==> config.mk <==
export PLATFORM = sky130hd
export DESIGN_NAME = dht11_single_wire_reader
export DESIGN_NICKNAME = d
export VERILOG_FILES = /design/src/rtl/dhtswr_pkg.sv /design/src/rtl/dht11_single_wire_reader.sv /design/src/rtl/dhtswr_cfg_regs.sv /design/src/rtl/dhtswr_core.sv /design/src/rtl/dhtswr_out_buf.sv
export SDC_FILE = /design/constraint.sdc
export NUM_CORES = 1
export LEC_CHECK = 0
export ABC_AREA = 0
export BUFFER_PORTS_ARGS = -buffer_cell sky130_fd_sc_hd__buf_2
export CORE_MARGIN = 5
export CORE_UTILIZATION = 53
export DETAILED_ROUTE_END_ITERATION = 12
export GPL_TIMING_DRIVEN = 1
export PLACE_DENSITY = 0.71
export SYNTH_ARGS = -nofsm -noshare
export SYNTH_HDL_FRONTEND = slang
export SYNTH_HIERARCHICAL = 1
export SYNTH_SLANG_ARGS = --single-unit
==> constraint.sdc <==
create_clock -name clk -period 5.5 [get_ports clk]
set_input_delay 0.55 -clock clk [delete_from_list [all_inputs] [get_ports clk]]
set_output_delay 0.55 -clock clk [all_outputs]
set_load 0.005 [all_outputs]
==> src/rtl/dhtswr_pkg.sv <==
// Package for the single-wire humidity sensor reader.
// Holds the phase and status codes, register indexes, reset values and the result word type.
// No dependencies.
`default_nettype none

package dhtswr_pkg;

  localparam int FRAME_BITS = 40;
  localparam int CFG_IDX_W  = 2;
  localparam int CFG_DATA_W = 16;

  localparam logic [7:0]  PULSE_LIMIT        = 8'hFF;
  localparam logic [15:0] START_LOW_RESET    = 16'd18000;
  localparam logic [7:0]  RELEASE_HIGH_RESET = 8'd30;
  localparam logic [7:0]  BIT_THRESH_RESET   = 8'd48;

  typedef enum logic [CFG_IDX_W-1:0] {
    CFG_START_LOW    = 2'd0,
    CFG_RELEASE_HIGH = 2'd1,
    CFG_BIT_THRESH   = 2'd2
  } cfg_index_t;

  typedef enum logic [2:0] {
    PH_IDLE       = 3'd0,
    PH_START_LOW  = 3'd1,
    PH_START_HIGH = 3'd2,
    PH_RESP_LOW   = 3'd3,
    PH_RESP_HIGH  = 3'd4,
    PH_BIT_LOW    = 3'd5,
    PH_BIT_HIGH   = 3'd6
  } phase_t;

  typedef enum logic [1:0] {
    ST_OK       = 2'd0,
    ST_TIMEOUT  = 2'd1,
    ST_CHECKSUM = 2'd2
  } status_t;

  typedef struct packed {
    logic [15:0] start_low_ticks;
    logic [7:0]  release_high_ticks;
    logic [7:0]  bit_threshold;
  } cfg_t;

  typedef struct packed {
    logic        drive_enable;
    logic        drive_level;
    logic        busy;
    logic        done;
    status_t     status;
    logic        changed;
    logic [31:0] reading;
  } result_t;

endpackage

`default_nettype wire

==> src/rtl/dht11_single_wire_reader.sv <==
// Single-wire humidity sensor reader, top level: configuration registers, read
// sequencer and output buffer. Depends on dhtswr_pkg and the dhtswr_* modules.
//
// Each input word is either a start command or one microsecond tick with the sampled
// data-line level, and each word yields exactly one result word showing the drive
// controls, busy, done with status, the change flag and the stored reading. The block
// takes one word per clock cycle while in_stall is low; each result is registered in the
// output register, or in the skid stage while the output register is held. The phase
// machine, pulse timer and checksum are combinational between the state registers, so
// the only limit on rate is the output side: a skid stage holds one extra result, and
// in_stall rises only while both the output register and the skid stage are full.
`default_nettype none

module dht11_single_wire_reader
  import dhtswr_pkg::*;
(
  input  wire logic                  clk,
  input  wire logic                  rst,
  input  wire logic                  cfg_write_enable,
  input  wire logic [CFG_IDX_W-1:0]  cfg_index,
  input  wire logic [CFG_DATA_W-1:0] cfg_data,
  input  wire logic                  in_valid,
  output logic                       in_stall,
  input  wire logic                  func,
  input  wire logic                  line_level,
  output logic                       out_valid,
  input  wire logic                  out_stall,
  output logic                       drive_enable,
  output logic                       drive_level,
  output logic                       busy_res,
  output logic                       done_res,
  output logic [1:0]                 status,
  output logic                       changed,
  output logic [31:0]                reading
);

  cfg_t    cfg;
  result_t core_result;
  result_t out_data;
  logic    accept;

  assign accept = in_valid && !in_stall;

  dhtswr_cfg_regs u_cfg_regs (
    .clk              (clk),
    .rst              (rst),
    .cfg_write_enable (cfg_write_enable),
    .cfg_index        (cfg_index),
    .cfg_data         (cfg_data),
    .cfg              (cfg)
  );

  dhtswr_core u_core (
    .clk        (clk),
    .rst        (rst),
    .cfg        (cfg),
    .accept     (accept),
    .func       (func),
    .line_level (line_level),
    .result     (core_result)
  );

  dhtswr_out_buf u_out_buf (
    .clk       (clk),
    .rst       (rst),
    .push      (accept),
    .push_data (core_result),
    .out_stall (out_stall),
    .out_valid (out_valid),
    .out_data  (out_data),
    .full      (in_stall)
  );

  assign drive_enable = out_data.drive_enable;
  assign drive_level  = out_data.drive_level;
  assign busy_res     = out_data.busy;
  assign done_res     = out_data.done;
  assign status       = out_data.status;
  assign changed      = out_data.changed;
  assign reading      = out_data.reading;

  // The input side only stalls when a result is already waiting.
  a_stall_needs_result: assert property (@(posedge clk) disable iff (rst)
    in_stall |-> out_valid)
    else $error("input stalled with no result held");

  // The word that ends a reading leaves the block idle.
  a_done_not_busy: assert property (@(posedge clk) disable iff (rst)
    (out_valid && done_res) |-> (!busy_res && !drive_enable))
    else $error("done result shows a busy reader");

  // A change is reported only on a good reading.
  a_changed_is_good: assert property (@(posedge clk) disable iff (rst)
    (out_valid && changed) |-> (done_res && status == ST_OK))
    else $error("change flag outside a good reading");

  // Status is non-zero only with done.
  a_status_with_done: assert property (@(posedge clk) disable iff (rst)
    (out_valid && !done_res) |-> (status == ST_OK))
    else $error("status set without done");

endmodule

`default_nettype wire

==> src/rtl/dhtswr_cfg_regs.sv <==
// Configuration registers of the sensor reader: start timing and bit threshold.
// Depends on dhtswr_pkg.
`default_nettype none

module dhtswr_cfg_regs
  import dhtswr_pkg::*;
(
  input  wire logic                  clk,
  input  wire logic                  rst,
  input  wire logic                  cfg_write_enable,
  input  wire logic [CFG_IDX_W-1:0]  cfg_index,
  input  wire logic [CFG_DATA_W-1:0] cfg_data,
  output cfg_t                       cfg
);

  always_ff @(posedge clk) begin
    if (rst) begin
      cfg.start_low_ticks    <= START_LOW_RESET;
      cfg.release_high_ticks <= RELEASE_HIGH_RESET;
      cfg.bit_threshold      <= BIT_THRESH_RESET;
    end else if (cfg_write_enable) begin
      // An index past the register list is ignored.
      unique case (cfg_index)
        CFG_START_LOW:    cfg.start_low_ticks    <= cfg_data;
        CFG_RELEASE_HIGH: cfg.release_high_ticks <= cfg_data[7:0];
        CFG_BIT_THRESH:   cfg.bit_threshold      <= cfg_data[7:0];
        default: ;
      endcase
    end
  end

endmodule

`default_nettype wire

==> src/rtl/dhtswr_core.sv <==
// Read sequencer: phase machine, pulse timer, bit shifter, checksum and stored reading.
// Produces one result word per accepted word. Depends on dhtswr_pkg.
`default_nettype none

module dhtswr_core
  import dhtswr_pkg::*;
(
  input  wire logic clk,
  input  wire logic rst,
  input  wire cfg_t cfg,
  input  wire logic accept,
  input  wire logic func,
  input  wire logic line_level,
  output result_t   result
);

  phase_t                phase, phase_next;
  logic [15:0]           tick_count, tick_count_next;
  logic [5:0]            bit_index, bit_index_next;
  logic [FRAME_BITS-1:0] received_bytes, received_bytes_next;
  logic [31:0]           stored_reading, stored_reading_next;

  logic        done, changed;
  status_t     status;
  logic [15:0] tick_inc;
  logic [5:0]  bit_inc;
  logic        pulse_limit_hit;
  logic [FRAME_BITS-1:0] shifted;
  logic [7:0]  sum;
  logic [31:0] new_reading;

  assign tick_inc        = tick_count + 16'd1;
  assign bit_inc         = bit_index + 6'd1;
  assign pulse_limit_hit = (tick_inc >= {8'd0, PULSE_LIMIT});
  assign shifted = {received_bytes[FRAME_BITS-2:0], (tick_count > {8'd0, cfg.bit_threshold})};
  assign sum = shifted[39:32] + shifted[31:24] + shifted[23:16] + shifted[15:8];
  // Byte 0 is the first byte on the wire and lands in the low bits of the reading.
  assign new_reading = {shifted[15:8], shifted[23:16], shifted[31:24], shifted[39:32]};

  always_comb begin
    phase_next          = phase;
    tick_count_next     = tick_count;
    bit_index_next      = bit_index;
    received_bytes_next = received_bytes;
    stored_reading_next = stored_reading;
    done                = 1'b0;
    status              = ST_OK;
    changed             = 1'b0;
    if (func) begin
      phase_next          = PH_START_LOW;
      tick_count_next     = '0;
      bit_index_next      = '0;
      received_bytes_next = '0;
    end else begin
      unique case (phase)
        PH_IDLE: ;
        PH_START_LOW: begin
          tick_count_next = tick_inc;
          if (tick_inc >= cfg.start_low_ticks) begin
            phase_next      = PH_START_HIGH;
            tick_count_next = '0;
          end
        end
        PH_START_HIGH: begin
          tick_count_next = tick_inc;
          if (tick_inc >= {8'd0, cfg.release_high_ticks}) begin
            phase_next      = PH_RESP_LOW;
            tick_count_next = '0;
          end
        end
        PH_RESP_LOW, PH_RESP_HIGH: begin
          // A response pulse that runs long is not an error; data timing starts over.
          if (line_level == (phase == PH_RESP_HIGH)) begin
            tick_count_next = tick_inc;
            if (pulse_limit_hit) begin
              phase_next      = PH_BIT_LOW;
              tick_count_next = '0;
            end
          end else begin
            phase_next      = (phase == PH_RESP_LOW) ? PH_RESP_HIGH : PH_BIT_LOW;
            tick_count_next = 16'd1;
          end
        end
        PH_BIT_LOW: begin
          if (!line_level) begin
            tick_count_next = tick_inc;
            if (pulse_limit_hit) begin
              done       = 1'b1;
              status     = ST_TIMEOUT;
              phase_next = PH_IDLE;
            end
          end else begin
            phase_next      = PH_BIT_HIGH;
            tick_count_next = 16'd1;
          end
        end
        PH_BIT_HIGH: begin
          if (line_level) begin
            tick_count_next = tick_inc;
            if (pulse_limit_hit) begin
              done       = 1'b1;
              status     = ST_TIMEOUT;
              phase_next = PH_IDLE;
            end
          end else begin
            received_bytes_next = shifted;
            bit_index_next      = bit_inc;
            if (bit_inc >= 6'(FRAME_BITS)) begin
              done       = 1'b1;
              phase_next = PH_IDLE;
              if (shifted[7:0] != sum) begin
                status = ST_CHECKSUM;
              end else if (new_reading != stored_reading) begin
                changed             = 1'b1;
                stored_reading_next = new_reading;
              end
            end else begin
              phase_next      = PH_BIT_LOW;
              tick_count_next = 16'd1;
            end
          end
        end
        default: phase_next = PH_IDLE;
      endcase
    end
  end

  // The result shows the state after the word has been applied.
  always_comb begin
    result.drive_enable = (phase_next == PH_START_LOW) || (phase_next == PH_START_HIGH);
    result.drive_level  = (phase_next == PH_START_HIGH);
    result.busy         = (phase_next != PH_IDLE);
    result.done         = done;
    result.status       = status;
    result.changed      = changed;
    result.reading      = stored_reading_next;
  end

  always_ff @(posedge clk) begin
    if (rst) begin
      phase          <= PH_IDLE;
      tick_count     <= '0;
      bit_index      <= '0;
      received_bytes <= '0;
      stored_reading <= '0;
    end else if (accept) begin
      phase          <= phase_next;
      tick_count     <= tick_count_next;
      bit_index      <= bit_index_next;
      received_bytes <= received_bytes_next;
      stored_reading <= stored_reading_next;
    end
  end

endmodule

`default_nettype wire

==> src/rtl/dhtswr_out_buf.sv <==
// Output register with a one-word skid stage for the sensor reader results.
// The stall toward the input side comes from a register. Depends on dhtswr_pkg.
`default_nettype none

module dhtswr_out_buf
  import dhtswr_pkg::*;
(
  input  wire logic    clk,
  input  wire logic    rst,
  input  wire logic    push,
  input  wire result_t push_data,
  input  wire logic    out_stall,
  output logic         out_valid,
  output result_t      out_data,
  output logic         full
);

  logic    skid_valid;
  result_t skid_data;
  logic    take;

  assign take = out_valid && !out_stall;
  assign full = skid_valid;

  always_ff @(posedge clk) begin
    if (rst) begin
      out_valid  <= 1'b0;
      skid_valid <= 1'b0;
    end else if (take) begin
      if (skid_valid) begin
        skid_valid <= 1'b0;
      end else if (!push) begin
        out_valid <= 1'b0;
      end
    end else if (push) begin
      if (out_valid) begin
        skid_valid <= 1'b1;
      end else begin
        out_valid <= 1'b1;
      end
    end
  end

  // A push never meets a full skid stage, since the input is stalled then.
  always_ff @(posedge clk) begin
    if (take) begin
      if (skid_valid) begin
        out_data <= skid_data;
      end else if (push) begin
        out_data <= push_data;
      end
    end else if (push) begin
      if (out_valid) begin
        skid_data <= push_data;
      end else begin
        out_data <= push_data;
      end
    end
  end

endmodule

`default_nettype wire
==> results.sh <==
export IMPL_hpwl_mm=16.9
export IMPL_holdPathEnd="u_cfg_regs/cfg[28]"
export IMPL_ys_seq_area_share_pct=43.7
export IMPL_reg2regPathDepth=15
export IMPL_syn_avg_cell_area_um2=10.4
export IMPL_area_growth_pct=11.1
export IMPL_p_per_area_nw_per_um2=270
export IMPL_clk_path_buf_depth=3
export IMPL_dr_pass1_iters=6
export IMPL_clock_sinks=208
export IMPL_pwr_share_clk_pct=46.1
export IMPL_drc_errors=0
export IMPL_fmax_mhz=219
export IMPL_syn_cell_area_um2=11300
export IMPL_ant_nets=0
export IMPL_diodes=0
export IMPL_max_cap_viol_count=0
export IMPL_period_share_pct=82.9
export IMPL_vias=7963
export IMPL_cts_inserted_buffers=23
export IMPL_vdd_drop_max_uv=167
export IMPL_hp_start="cfg_data[12]"
export IMPL_antenna_found_initial=0
export IMPL_rr_startpoint="u_core/received_bytes[16]"
export IMPL_ys_seq_elements=208
export IMPL_yosysWarnings=6
export IMPL_p_leak_nw=4.88
export IMPL_cts_setup_buffers=0
export IMPL_grt_pass1_wl_mm=40.6
export IMPL_p_int_mw=2.65
export IMPL_cts_htree_levels=1
export IMPL_yosysUniqueCellTypes=72
export IMPL_combPwrFrac_pct=5.1
export IMPL_drtIter0Drc=673
export IMPL_grt_max_degree=91
export IMPL_die_h_um=156
export IMPL_outcome="finished clean"
export IMPL_cts_clk_slew_worst_paths_ns=0.06
export IMPL_insertion_delay_ns=0.52
export IMPL_reg2reg_setup_slack_ns=0.94
export IMPL_setup_viol=0
export IMPL_initial_core_util_pct=53.8
export IMPL_grt_setup_unrepaired="false"
export IMPL_rows=53
export IMPL_cts_resized=0
export IMPL_pwr_share_seq_pct=48.7
export IMPL_drive_gt1_share_pct=18.0
export IMPL_wire_per_inst_um=17.7
export IMPL_dp_slack_ns=0.963
export IMPL_grt_overflow=0
export IMPL_clock_root_buffer="clkbuf_16"
export IMPL_end_kind="flop"
export IMPL_max_slew_margin_pct=26.5
export IMPL_layout_commonest_cell="dfxtp_1"
export IMPL_io_buffers=65
export IMPL_design_area_um2=12600
export IMPL_die_x_um=156
export IMPL_power_switching_uw=748
export IMPL_synthArstFlopShare_pct=0
export IMPL_cts_tree="yes"
export IMPL_grtUsageTotal_pct=20.5
export IMPL_fin_ws_ns=0.939
export IMPL_design_portCount=66
export IMPL_hold_viol=0
export IMPL_synth_main_ff_cell="dfxtp_1"
export IMPL_min_path_type="in2reg"
export IMPL_wl_mm=25.1
export IMPL_fin_setup_tns_ns=0
export IMPL_dpl_cell_area_um2=11800
export IMPL_gp_congestion=0.899
export IMPL_max_slew_worst_pin_slew_ns=1.10
export IMPL_cp_max_fo=20
export IMPL_fin_crit_ns=4.56
export IMPL_path_class="reg2reg"
export IMPL_syn_nets=1166
export IMPL_via_per_inst=5.62
export IMPL_core_area_um2=21000
export IMPL_syn_inst=1085
export IMPL_swShare_pct=22.0
export IMPL_synth_edf_count=78
export IMPL_hold_path_depth=3
export IMPL_finalMaxSlewViolations=0
export IMPL_nets=1206
export IMPL_nFillCells=1729
export IMPL_fin_worst_skew_ns=0.0196
export IMPL_final_cell_mix="130 x dfxtp_1, 103 x nand2b_1, 100 x nor2_1"
export IMPL_worstPathRequired_ns=5.76
export IMPL_grt_pass1_vias=7605
export IMPL_r2r_end="u_out_buf/out_data[24]"
export IMPL_design_die_area_um2=24400
export IMPL_cts_hold_buf=0
export IMPL_start_kind="flop"
export IMPL_crit_arrival_ns=4.83
## cell type report
cell class,instances,area [um2],share of cell area (%)
Inverter,54,203,1.61
Clock buffer,33,673,5.36
Timing Repair Buffer,75,403,3.21
Multi-Input combinational cell,763,5900,47.0
Tap cell,275,344,2.74
Clock inverter,8,100,0.796
Sequential cell,208,4940,39.3
## Yosys cell counts, drive strengths merged, types with 6 or more instances
library cell	n	share of area [%]
a21o	6	0.40
a21oi	29	1.3
a22oi	46	3.1
and2	8	0.44
and3	7	0.39
buf	24	1.5
clkbuf	36	1.2
dfxtp	130	23
edfxtp	78	21
fa	14	2.5
ha	42	4.6
inv	53	1.8
mux2	71	7.4
mux2i	69	6.1
nand2	42	1.4
nand2b	103	5.7
nand3	21	0.93
nand4	18	1.1
nor2	100	3.3
nor2b	7	0.45
nor3	11	0.53
nor4	12	1.1
o21a	6	0.40
o21ai	24	1.1
or2	8	0.44
xnor2	53	4.1
xor2	7	0.54
## routing by layer
layer / vias to the layer above / share of wire, % / track usage, %
li1: 3924 / - / -
met1: 3827 / 49 / 31.5
met2: 193 / 44 / 30.7
met3: 19 / 6.4 / 3.50
met4: 0 / 1.1 / 3.97
met5: - / 0 / 0
## worst max-delay path, cell delays in order, from the launching register on
cell      delay [ns]
dfxtp_1         0.48
fa_1            0.49
fa_1            0.52
ha_1            0.18
inv_1           0.06
fa_1            0.40
nor2b_1         0.12
o21ai_0         0.10
a21boi_0        0.17
o21ai_0         0.11
a21oi_1         0.16
o21ai_1         0.19
nor4b_4         0.31
buf_4           0.37
mux2_2          0.39
mux2_2          0.27
## power groups by stage
stage | Clock [mW] | Sequential [mW] | Combinational (mW)
after floorplan | 0 | 1.69 | 0.114
after global placement | 0 | 1.69 | 0.173
after detailed placement | 0 | 1.69 | 0.176
after CTS | 1.60 | 1.66 | 0.177
after global routing | 1.68 | 1.66 | 0.195
final | 1.57 | 1.66 | 0.175
## how the worst max path moves through the flow
stage / start / end / depth (start not counted) / slack, ns
detailed placement: u_core/received_bytes[16] / u_out_buf/out_data[21] / 15 / 0.96
global route: u_core/received_bytes[16] / u_out_buf/out_data[12] / 15 / 0.69
global placement: u_core/received_bytes[16] / u_out_buf/out_data[25] / 15 / 1.08
floorplan: u_core/received_bytes[16] / u_out_buf/out_data[28] / 15 / 1.23
CTS: u_core/received_bytes[16] / u_out_buf/out_data[12] / 15 / 0.94
finish: u_core/received_bytes[16] / u_out_buf/out_data[24] / 15 / 0.94
## sequential cells by signal, indices dropped and copies added (netlist names)
register,count
u_out_buf/out_data,39
u_out_buf/full,1
u_core/received_bytes,39
u_core/stored_reading,32
u_out_buf/out_valid,1
u_out_buf/skid_data,39
u_core/bit_index,6
u_core/tick_count,16
u_core/phase,3
u_cfg_regs/cfg,32
## logic make-up (layout without fill, tap and decap cells)
family | Yosys count | count (layout) | synth area share (%)
buffers and inverters | 114 | 170 | 4.44
multiplexers | 140 | 140 | 13.5
adder cells (fa/ha/maj) | 56 | 56 | 7.12
AND/OR/NAND/NOR | 349 | 349 | 16.8
AO/OA/AOI/OAI | 158 | 158 | 9.82
XOR/XNOR | 60 | 60 | 4.64
flip-flops | 208 | 208 | 43.7
## per-stage QoR
step	power (mW)	util [%]	hold WS, ns	instances
6_report	3.40	59.8	0.301	1416
5_1_grt	3.53	59.8	0.293	1416
4_1_cts	3.44	59.8	0.286	1416
3_5_place_dp	1.87	56.1	0.467	1375
3_3_place_gp	1.86	56.1	0.458	1375
2_1_floorplan	1.80	-	0.445	1085
(Power assumes the default switching activity.)
